`src/rtl/cas_pkg.sv`:
```
// shared types and constants for the cave smoothing step
package cas_pkg;

    localparam int ROW_W = 16;
    localparam int COL_W = 7;

    // input transaction kind
    typedef enum logic {
        FUNC_PUSH  = 1'b0,
        FUNC_FLUSH = 1'b1
    } t_func;

    // configuration register indexes
    typedef enum logic [1:0] {
        CFG_GRID_WIDTH         = 2'd0,
        CFG_GRID_HEIGHT        = 2'd1,
        CFG_NEIGHBOR_THRESHOLD = 2'd2
    } t_cfg_idx;

    // one classified cell passed from the front end to the back end
    typedef struct packed {
        logic [2:0]       col_bits;  // bit0 top, bit1 middle, bit2 bottom row
        logic             emit;
        logic             ic_zero;
        logic             cc_zero;
        logic             last;
        logic [ROW_W-1:0] row;
        logic [COL_W-1:0] col;
    } t_op;

endpackage

```
`src/rtl/cas_ram.sv`:
```
// generic single write port, single read port ram with registered read
module cas_ram #(
    parameter int WIDTH = 2,
    parameter int DEPTH = 128
) (
    input  logic                     i_clk,
    input  logic                     i_we,
    input  logic [$clog2(DEPTH)-1:0] i_waddr,
    input  logic [WIDTH-1:0]         i_wdata,
    input  logic                     i_re,
    input  logic [$clog2(DEPTH)-1:0] i_raddr,
    output logic [WIDTH-1:0]         o_rdata
);

    logic [WIDTH-1:0] r_mem [DEPTH];
    logic [WIDTH-1:0] r_rdata;

    always_ff @(posedge i_clk) begin
        if (i_we) begin
            r_mem[i_waddr] <= i_wdata;
        end
        if (i_re) begin
            r_rdata <= r_mem[i_raddr];
        end
    end

    assign o_rdata = r_rdata;

endmodule

```
`src/rtl/cas_front.sv`:
```
// front end: scan counters, line store access and classification of each cell
module cas_front import cas_pkg::*; #(
    parameter int MAX_WIDTH = 128
) (
    input  logic        i_clk,
    input  logic        i_rst_n,
    input  logic        i_valid,
    input  logic        i_func,
    input  logic        i_cell_is_water,
    output logic        o_stall,
    input  logic [7:0]  i_grid_width,
    input  logic [15:0] i_grid_height,
    input  logic        i_q_full,
    output logic        o_q_push,
    output t_op         o_q_op
);

    localparam int    CW         = $clog2(MAX_WIDTH);
    localparam int    EW         = (CW + 1 > 8) ? CW + 1 : 8;

    logic [EW-1:0]      gw_ext;
    logic [EW-1:0]      w_eff;
    logic [EW-1:0]      wm1_full;
    logic [CW-1:0]      wm1;
    logic [15:0]        h_eff;
    logic [16:0]        h_ext;

    logic [16:0]        r_ir, n_ir;
    logic [CW-1:0]      r_ic, n_ic;

    logic               acc, in_grid, drop, go;
    logic               ir_ge1, ir_ge2, ic_zero, col_wrap;
    logic [16:0]        cr;
    logic [CW-1:0]      cc;
    logic [CW+6:0]      cc_ext;
    logic               emit, last;

    logic               r_f_vld;
    logic [CW-1:0]      r_f_slot;
    logic               r_f_ftop, r_f_fmid, r_f_bot;
    logic               r_f_emit, r_f_ic0, r_f_cc0, r_f_last;
    logic [ROW_W-1:0]   r_f_row;
    logic [COL_W-1:0]   r_f_col;
    logic               r_f_byp;
    logic [1:0]         r_f_bypd;

    logic               f_move;
    logic [1:0]         ram_rd, line;
    logic               f_top, f_mid;
    logic [1:0]         wdata;

    // effective grid size
    assign gw_ext   = EW'(i_grid_width);
    assign w_eff    = (gw_ext == '0) ? EW'(1) :
                      (gw_ext > EW'(MAX_WIDTH)) ? EW'(MAX_WIDTH) : gw_ext;
    assign wm1_full = w_eff - EW'(1);
    assign wm1      = wm1_full[CW-1:0];
    assign h_eff    = (i_grid_height == '0) ? 16'd1 : i_grid_height;
    assign h_ext    = {1'b0, h_eff};

    assign f_move  = r_f_vld && !i_q_full;
    assign o_stall = r_f_vld && i_q_full;
    assign acc     = i_valid && !o_stall;

    // flush ticks inside the grid change nothing
    assign in_grid = r_ir < h_ext;
    assign drop    = (i_func == FUNC_FLUSH) && in_grid;
    assign go      = acc && !drop;

    assign ir_ge1  = r_ir != '0;
    assign ir_ge2  = r_ir >= 17'd2;
    assign ic_zero = r_ic == '0;
    assign cr      = ic_zero ? (r_ir - 17'd2) : (r_ir - 17'd1);
    assign cc      = ic_zero ? wm1 : (r_ic - CW'(1));
    assign cc_ext  = {7'd0, cc};
    assign emit    = (ic_zero ? ir_ge2 : ir_ge1) && (cr < h_ext);
    assign last    = emit && (cr == h_ext - 17'd1) && (EW'(cc) == wm1_full);
    assign col_wrap = (EW'(r_ic) + EW'(1)) >= w_eff;

    always_comb begin
        n_ir = r_ir;
        n_ic = r_ic;
        if (go) begin
            priority if (last) begin
                n_ir = '0;
                n_ic = '0;
            end else if (col_wrap) begin
                n_ic = '0;
                n_ir = r_ir + 17'd1;
            end else begin
                n_ic = r_ic + CW'(1);
            end
        end
    end

    // line store column: bit0 older row, bit1 newer row
    cas_ram #(
        .WIDTH (2),
        .DEPTH (MAX_WIDTH)
    ) u_line (
        .i_clk   (i_clk),
        .i_we    (f_move),
        .i_waddr (r_f_slot),
        .i_wdata (wdata),
        .i_re    (go),
        .i_raddr (r_ic),
        .o_rdata (ram_rd)
    );

    // same column written and read in one cycle for a one-cell row or the first cell after a pass
    assign line  = r_f_byp ? r_f_bypd : ram_rd;
    assign f_top = r_f_ftop | line[0];
    assign f_mid = r_f_fmid | line[1];
    assign wdata = {r_f_bot, f_mid};

    always_ff @(posedge i_clk) begin
        if (!i_rst_n) begin
            r_f_vld <= 1'b0;
            r_ir    <= '0;
            r_ic    <= '0;
        end else begin
            r_ir <= n_ir;
            r_ic <= n_ic;
            if (go) begin
                r_f_vld <= 1'b1;
            end else if (f_move) begin
                r_f_vld <= 1'b0;
            end
        end
    end

    always_ff @(posedge i_clk) begin
        if (go) begin
            r_f_slot <= r_ic;
            r_f_ftop <= !ir_ge2;
            r_f_fmid <= !ir_ge1;
            r_f_bot  <= in_grid ? i_cell_is_water : 1'b1;
            r_f_emit <= emit;
            r_f_ic0  <= ic_zero;
            r_f_cc0  <= cc == '0;
            r_f_last <= last;
            r_f_row  <= cr[ROW_W-1:0];
            r_f_col  <= cc_ext[COL_W-1:0];
            r_f_byp  <= f_move && (r_f_slot == r_ic);
            r_f_bypd <= wdata;
        end
    end

    assign o_q_push = f_move;
    always_comb begin
        o_q_op          = '0;
        o_q_op.col_bits = {r_f_bot, f_mid, f_top};
        o_q_op.emit     = r_f_emit;
        o_q_op.ic_zero  = r_f_ic0;
        o_q_op.cc_zero  = r_f_cc0;
        o_q_op.last     = r_f_last;
        o_q_op.row      = r_f_row;
        o_q_op.col      = r_f_col;
    end

    a_last_restarts: assert property (@(posedge i_clk) disable iff (!i_rst_n)
        go && last |=> r_ir == '0 && r_ic == '0)
        else $error("scan counters not cleared after the final cell");

    a_blocked_holds: assert property (@(posedge i_clk) disable iff (!i_rst_n)
        r_f_vld && i_q_full |=> r_f_vld)
        else $error("front entry lost while the queue was full");

endmodule

```
`src/rtl/cas_queue.sv`:
```
// two-entry queue between the front end and the back end
module cas_queue import cas_pkg::*; (
    input  logic i_clk,
    input  logic i_rst_n,
    input  logic i_push,
    input  t_op  i_op,
    output logic o_full,
    output logic o_vld,
    output t_op  o_op,
    input  logic i_pop
);

    t_op        r_mem [2];
    logic       r_wr, r_rd;
    logic [1:0] r_cnt, n_cnt;

    assign o_full = r_cnt == 2'd2;
    assign o_vld  = r_cnt != 2'd0;
    assign o_op   = r_mem[r_rd];
    assign n_cnt  = r_cnt + {1'b0, i_push} - {1'b0, i_pop};

    always_ff @(posedge i_clk) begin
        if (!i_rst_n) begin
            r_wr  <= 1'b0;
            r_rd  <= 1'b0;
            r_cnt <= 2'd0;
        end else begin
            r_cnt <= n_cnt;
            if (i_push) begin
                r_wr <= !r_wr;
            end
            if (i_pop) begin
                r_rd <= !r_rd;
            end
        end
    end

    always_ff @(posedge i_clk) begin
        if (i_push) begin
            r_mem[r_wr] <= i_op;
        end
    end

    a_no_overflow: assert property (@(posedge i_clk) disable iff (!i_rst_n)
        (o_full |-> !i_push) and (!o_vld |-> !i_pop))
        else $error("queue pushed when full or popped when empty");

endmodule

```
`src/rtl/cas_back.sv`:
```
// back end: 3x3 window, neighbour count and result register
module cas_back import cas_pkg::*; (
    input  logic             i_clk,
    input  logic             i_rst_n,
    input  logic             i_q_vld,
    input  t_op              i_q_op,
    output logic             o_pop,
    input  logic [3:0]       i_threshold,
    output logic             o_valid,
    input  logic             i_stall,
    output logic             o_new_is_water,
    output logic [ROW_W-1:0] o_out_row,
    output logic [COL_W-1:0] o_out_col,
    output logic             o_last_cell
);

    logic [8:0]       r_win, win_n;
    logic [3:0]       cnt;
    logic             can;
    logic             r_o_vld;
    logic             r_o_water;
    logic [ROW_W-1:0] r_o_row;
    logic [COL_W-1:0] r_o_col;
    logic             r_o_last;

    function automatic logic [3:0] ones3(input logic [2:0] v);
        return {3'd0, v[0]} + {3'd0, v[1]} + {3'd0, v[2]};
    endfunction

    // left column, centre column without the cell itself, right column
    assign win_n = {i_q_op.col_bits, r_win[8:3]};
    assign cnt   = {3'd0, win_n[3]} + {3'd0, win_n[5]}
                 + (i_q_op.cc_zero ? 4'd3 : ones3(win_n[2:0]))
                 + (i_q_op.ic_zero ? 4'd3 : ones3(win_n[8:6]));

    // cells with no result never wait on the output side
    assign can   = !i_q_op.emit || !r_o_vld || !i_stall;
    assign o_pop = i_q_vld && can;

    always_ff @(posedge i_clk) begin
        if (!i_rst_n) begin
            r_win   <= '0;
            r_o_vld <= 1'b0;
        end else begin
            if (o_pop) begin
                r_win <= i_q_op.last ? 9'd0 : win_n;
            end
            if (o_pop && i_q_op.emit) begin
                r_o_vld <= 1'b1;
            end else if (!i_stall) begin
                r_o_vld <= 1'b0;
            end
        end
    end

    always_ff @(posedge i_clk) begin
        if (o_pop && i_q_op.emit) begin
            r_o_water <= cnt > i_threshold;
            r_o_row   <= i_q_op.row;
            r_o_col   <= i_q_op.col;
            r_o_last  <= i_q_op.last;
        end
    end

    assign o_valid        = r_o_vld;
    assign o_new_is_water = r_o_water;
    assign o_out_row      = r_o_row;
    assign o_out_col      = r_o_col;
    assign o_last_cell    = r_o_last;

    a_window_cleared: assert property (@(posedge i_clk) disable iff (!i_rst_n)
        o_pop && i_q_op.last |=> r_win == '0)
        else $error("window not cleared at the end of the pass");

endmodule

```
`src/rtl/cave_automaton_smoothing_step.sv`:
```
// top level of the cave automaton smoothing step: config registers and block wiring
//
// Cells enter on the input channel (i_valid / o_stall) in raster order, one per
// transaction; i_func low pushes a cell, high is a flush tick that drains the
// final row once the grid has ended (flush ticks inside the grid are dropped).
// Each pushed cell or useful flush yields at most one result on the output
// channel (o_valid / i_stall): the next-generation cell with its row, column
// and a last-cell flag. Results trail the input by one grid row plus one cell.
// Throughput is one transaction per clock while o_stall is low; the front end takes
// a cell every such cycle, reading the line store column through a registered ram
// port, and a two-entry queue feeds the back end that shifts the 3x3 window.
// A result passes the front entry register and the queue before it is registered.
// When the receiver stalls, the result register holds, the queue fills and then
// o_stall rises; cells that give no result keep flowing past a held result.
// Reset clears the scan counters, window and queue and loads width 100,
// height 100, threshold 5; the line store needs no clearing.
// Configuration writes are always ready and take effect at once; write them only
// while no pass is in progress.
module cave_automaton_smoothing_step import cas_pkg::*; #(
    parameter int MAX_WIDTH = 128
) (
    input  logic             i_clk,
    input  logic             i_rst_n,
    input  logic             i_valid,
    output logic             o_stall,
    input  logic             i_func,
    input  logic             i_cell_is_water,
    output logic             o_valid,
    input  logic             i_stall,
    output logic             o_new_is_water,
    output logic [ROW_W-1:0] o_out_row,
    output logic [COL_W-1:0] o_out_col,
    output logic             o_last_cell,
    input  logic             i_cfg_valid,
    output logic             o_cfg_ready,
    input  logic [1:0]       i_cfg_index,
    input  logic [15:0]      i_cfg_data
);

    localparam logic [7:0]  RST_WIDTH     = 8'd100;
    localparam logic [15:0] RST_HEIGHT    = 16'd100;
    localparam logic [3:0]  RST_THRESHOLD = 4'd5;

    logic [7:0]  r_grid_width;
    logic [15:0] r_grid_height;
    logic [3:0]  r_threshold;

    logic q_full, q_push, q_vld, q_pop;
    t_op  q_in, q_out;

    assign o_cfg_ready = 1'b1;

    always_ff @(posedge i_clk) begin
        if (!i_rst_n) begin
            r_grid_width  <= RST_WIDTH;
            r_grid_height <= RST_HEIGHT;
            r_threshold   <= RST_THRESHOLD;
        end else if (i_cfg_valid && o_cfg_ready) begin
            unique case (i_cfg_index)
                CFG_GRID_WIDTH:         r_grid_width  <= i_cfg_data[7:0];
                CFG_GRID_HEIGHT:        r_grid_height <= i_cfg_data;
                CFG_NEIGHBOR_THRESHOLD: r_threshold   <= i_cfg_data[3:0];
                default: begin
                end
            endcase
        end
    end

    cas_front #(
        .MAX_WIDTH (MAX_WIDTH)
    ) u_front (
        .i_clk           (i_clk),
        .i_rst_n         (i_rst_n),
        .i_valid         (i_valid),
        .i_func          (i_func),
        .i_cell_is_water (i_cell_is_water),
        .o_stall         (o_stall),
        .i_grid_width    (r_grid_width),
        .i_grid_height   (r_grid_height),
        .i_q_full        (q_full),
        .o_q_push        (q_push),
        .o_q_op          (q_in)
    );

    cas_queue u_queue (
        .i_clk   (i_clk),
        .i_rst_n (i_rst_n),
        .i_push  (q_push),
        .i_op    (q_in),
        .o_full  (q_full),
        .o_vld   (q_vld),
        .o_op    (q_out),
        .i_pop   (q_pop)
    );

    cas_back u_back (
        .i_clk          (i_clk),
        .i_rst_n        (i_rst_n),
        .i_q_vld        (q_vld),
        .i_q_op         (q_out),
        .o_pop          (q_pop),
        .i_threshold    (r_threshold),
        .o_valid        (o_valid),
        .i_stall        (i_stall),
        .o_new_is_water (o_new_is_water),
        .o_out_row      (o_out_row),
        .o_out_col      (o_out_col),
        .o_last_cell    (o_last_cell)
    );

endmodule
```
`config.mk`:
```
export PLATFORM = sky130hd
export DESIGN_NAME = cave_automaton_smoothing_step
export DESIGN_NICKNAME = d
export VERILOG_FILES = /design/src/rtl/cas_pkg.sv /design/src/rtl/cas_ram.sv /design/src/rtl/cas_front.sv /design/src/rtl/cas_queue.sv /design/src/rtl/cas_back.sv /design/src/rtl/cave_automaton_smoothing_step.sv
export SDC_FILE = /design/constraint.sdc
export NUM_CORES = 1
export LEC_CHECK = 0
export BUFFER_PORTS_ARGS = -buffer_cell sky130_fd_sc_hd__buf_2
export CELL_PAD_IN_SITES_DETAIL_PLACEMENT = 0
export CELL_PAD_IN_SITES_GLOBAL_PLACEMENT = 2
export CORE_MARGIN = 4
export CORE_UTILIZATION = 25
export DETAILED_ROUTE_END_ITERATION = 16
export PLACE_DENSITY_LB_ADDON = 0.1
export RECOVER_POWER = 50
export SKIP_LAST_GASP = 1
export SLEW_MARGIN = 20
export SYNTH_ARGS = -nofsm -noshare
export SYNTH_HDL_FRONTEND = slang
export SYNTH_SLANG_ARGS = --single-unit
```
`constraint.sdc`:
```
create_clock -name i_clk -period 5.4 [get_ports i_clk]
set_input_delay 1.08 -clock i_clk [delete_from_list [all_inputs] [get_ports i_clk]]
set_output_delay 1.08 -clock i_clk [all_outputs]
set_load 0.005 [all_outputs]
```
==> results.cfg <==
[global_route]
antenna_found_initial = 1
grt_pass1_vias = 12760
grt_pass1_wl_um = 86140
grt.total_usage_pct = 13.37
grt_max_degree = 77
overflow = 0

[logic_synthesis]
netlist_top_cells_area = edfxtp_1 (56%), mux4_2 (8.6%), dfxtp_1 (6.4%), ha_1 (3.9%), nor2_1 (3.3%)
async_flop_share_pct = 0
syn_area_um2 = 20420
synth-edff-count = 383
yosys.area.top_type = edfxtp_1
ys_seq_area_share_pct = 62.70
synth_top_family_by_area = multiplexers
synth.ff_latch_count = 448
syn-num-nets = 1547
synth_xor_area_share_pct = 3.150
synth.top_cells.by_count = edfxtp_1 (383), nor2_1 (181), nand2_1 (94), mux4_2 (78), dfxtp_1 (65)
netlist_instances = 1453
synth_mux_area_share_pct = 11.22
yosysTopAreaCellShare_pct = 56.33
synthesis.area_per_instance_um2 = 14.05
synthFlopType = edfxtp_1
yosys_warnings = 0
synthAdderAreaFrac_pct = 4.412
synth.distinct_cells = 71
synth_compound_area_share_pct = 5.191
synth-simple-area-share_pct = 11.04
yosysMostFrequentCell = edfxtp_1

[floorplanning]
die_h_um = 293.8
die_x_um = 293.8
io_pins = 53
die-area_um2 = 86300
start_util_pct = 25.31
core-area_um2 = 80680
rows = 104

[clocking]
cts_resized = 0
numCtsBuffers = 53
cts_max_path_buffers = 3
clk_latency_ps = 620
cts_tree = yes
clk_pin_slew_ps = 70
clock_sinks = 448
postCtsSetupBuffers = 0
cts_max_level = 2
cts_hold_buf = 0
cts-root-buf = clkbuf_16

[placed_design]
dp.final_hpwl_um = 38770
io_buffers = 51
place_area_um2 = 22100
dpl.cell_count = 2535
gp_congestion = 0.7564

[route]
avgViaCountPerCell = 4.598
dr.pass1.iters = 5
drtIter0Drc = 640
ant_nets = 0
routed_wl_um = 57710
wl_per_cell_um = 21.95
vias = 12090
drc_errors = 0

[timing]
tns_ps = 0
setup_viol = 0
min_period_over_period_pct = 90.04
fin_crit_ps = 4862
max_freq_mhz = 205.7
slew_headroom_pct = -95.56
drv_slew = 351
hold_viol_final = 0
grt_setup_unrepaired = no
final.setup_skew_ps = 28.03
worstMarginPinSlew_ps = 2933

[cells_and_area]
drive_gt1_share_pct = 18.24
fin_area_um2 = 23630
fin_cells = 2629
final.fill_count = 8177
finalNetCount = 1624
area_growth_syn_to_layout_pct = 15.71

[worst_hold_path]
min_to = u_queue.r_mem[0][4]
min_path_type = flip-flop to flip-flop
hp-start = u_front.r_f_col[4]
whs_path_depth = 0

[run]
cap_viol_max_count = 10

[setup_path]
critPathArrivalTime_ps = 5400
path_cells = inv_1, ha_1, or3b_1, or4_1, o21ai_1, nand2_1, ha_1, a21o_1, a21oi_1, o311ai_0, nor4_1, buf_4, and4_1, nand4b_4, clkinv_2, o21ai_2, or4_1, a21oi_1
cp-end-kind = flip-flop
reg2reg_slack_ps = 540
reg2reg_depth = 18
cp_max_fo = 10
cp_slowest_cell = or4_1
path_class = flip-flop to flip-flop
r2r_end = u_front.r_ir[14]
r2r-start = u_front.r_ir[1]
startpoint_type = flip-flop
slowest_delay_ps = 590
crit_required_ps = 5940

[pwr]
seqPwrFrac_pct = 48.6
p_switching_mw = 2.017
clkPwrFrac_pct = 41.4
total_power_mw = 8.074
ir_worst_vdd_mv = 0.2109
internal-power_mw = 6.057
p_per_area_nw_per_um2 = 341.8
comb_power_share_pct = 10.0
sw_frac_of_total_pct = 24.98
leakage_nw = 7.688

[outcome]
violations = capacitance limit, slew limit
status = finished, violations left
==> kinds of logic (layout without fill, tap and decap cells) <==
| family | after synthesis | count (layout) |
|---|---|---|
| AOI/OAI and AO/OA | 160 | 160 |
| muxes | 128 | 128 |
| other | 1 | 2 |
| xor gates and xnor gates | 64 | 64 |
| buffers and inverters | 120 | 235 |
| and+or+nand+nor | 463 | 463 |
| adders and majority gates | 69 | 69 |
| DFF | 448 | 448 |
==> state kept, by name, indices dropped and copies added, names as in the netlist, 2 cells and up, named ones only <==
name and count:
u_front.r_ir 17, u_front.r_ic 7, r_threshold 4, u_front.r_f_bypd 2, u_back.o_out_row 16, u_queue.r_cnt 2
u_front.u_line.o_rdata 2, u_front.r_f_row 16, u_back.r_win 6, u_queue.r_mem 60, u_front.r_f_slot 7, r_grid_width 8
u_back.o_out_col 7, r_grid_height 16, u_front.u_line.r_mem 256, u_front.r_f_col 7
==> metrics by stage <==
step / setup WS (ps) / hold WS (ps) / util (%)
after floorplan: 54.26 / 417.0 / -
after global placement: 683.2 / 422.3 / 27.39
after detailed placement: 536.0 / 434.6 / 27.39
after CTS: 514.4 / 445.1 / 29.37
after global routing: 168.3 / 457.0 / 29.28
final: 537.8 / 446.7 / 29.28
==> layout by cell type, fill, tap and decap left out, types with 12 or more instances in the layout <==
cell type  Yosys  layout
nor3_1        16      16
nand4_1       17      17
buf_4          1      32
clkbuf_16      0      53
mux2i_1       23      23
or4_1         17      17
xor2_1        15      15
clkbuf_1      57      20
dfxtp_1       65      62
nand3_1       32      28
and3_1        12      12
a21o_1        16      16
ha_1          64      64
nor2_1       181     181
or3_1         14      14
nor2b_1       15      15
clkinv_1       3      14
mux4_2        78      78
o211ai_1      13      13
a21oi_1       60      60
clkinv_2       1      15
edfxtp_1     383     383
mux2_2        27      25
buf_2          5      49
inv_1         43      42
nor4_1        13      13
nand2_1       94      94
xnor2_1       43      43
==> power by group through the flow <==
stage,sequential [mW],clock [mW],combinational [mW]
after floorplan,3.99,0,0.531
after global placement,3.99,0,0.842
after detailed placement,4.00,0,0.840
after CTS,3.92,3.48,0.843
after global routing,3.94,3.64,0.912
final,3.92,3.35,0.806
==> how the worst max path moves through the flow <==
stage	from	endpoint	cells past startpoint
after CTS	u_front.r_ir[1]	u_front.r_ir[5]	18
after global routing	u_front.r_ir[1]	u_front.r_ir[5]	18
after detailed placement	u_front.r_ir[1]	u_front.r_ir[5]	18
after global placement	u_front.r_ir[1]	u_front.r_ir[5]	18
final	u_front.r_ir[1]	u_front.r_ir[14]	18
after floorplan	u_front.r_ic[0]	u_front.r_ir[14]	20
==> worst max-delay path, delay by kind of cell, from the launching register on <==
kind | cells | cell delay, ps
fa+ha+maj | 2 | 420
compound gates | 6 | 1180
simple gates | 7 | 2350
flops | 1 | 370
buf+inv | 3 | 460
==> per-layer routing <==
| layer | track usage, % | vias to the layer above | wire length [um] | share of wire [%] |
|---|---|---|---|---|
| met5 | 0 | - | 0 | 0 |
| met4 | 3.255 | 0 | 1068 | 1.9 |
| met3 | 1.985 | 63 | 1815 | 3.1 |
| met2 | 22.60 | 190 | 27790 | 48 |
| met1 | 18.17 | 6159 | 27030 | 47 |
| li1 | - | 5676 | - | - |
==> final cells by class <==
cell class	instances	area [um^2]	area share, %
antenna	1	2.502	0.01059
clock inverter	34	247.7	1.049
clock buffer	59	1349	5.709
inverter	47	177.7	0.7520
sequential	448	12810	54.23
multi-input combinational	885	7173	30.36
timing repair buffer	95	538.0	2.277
tap	1060	1326	5.614
(Power assumes the default switching activity.)
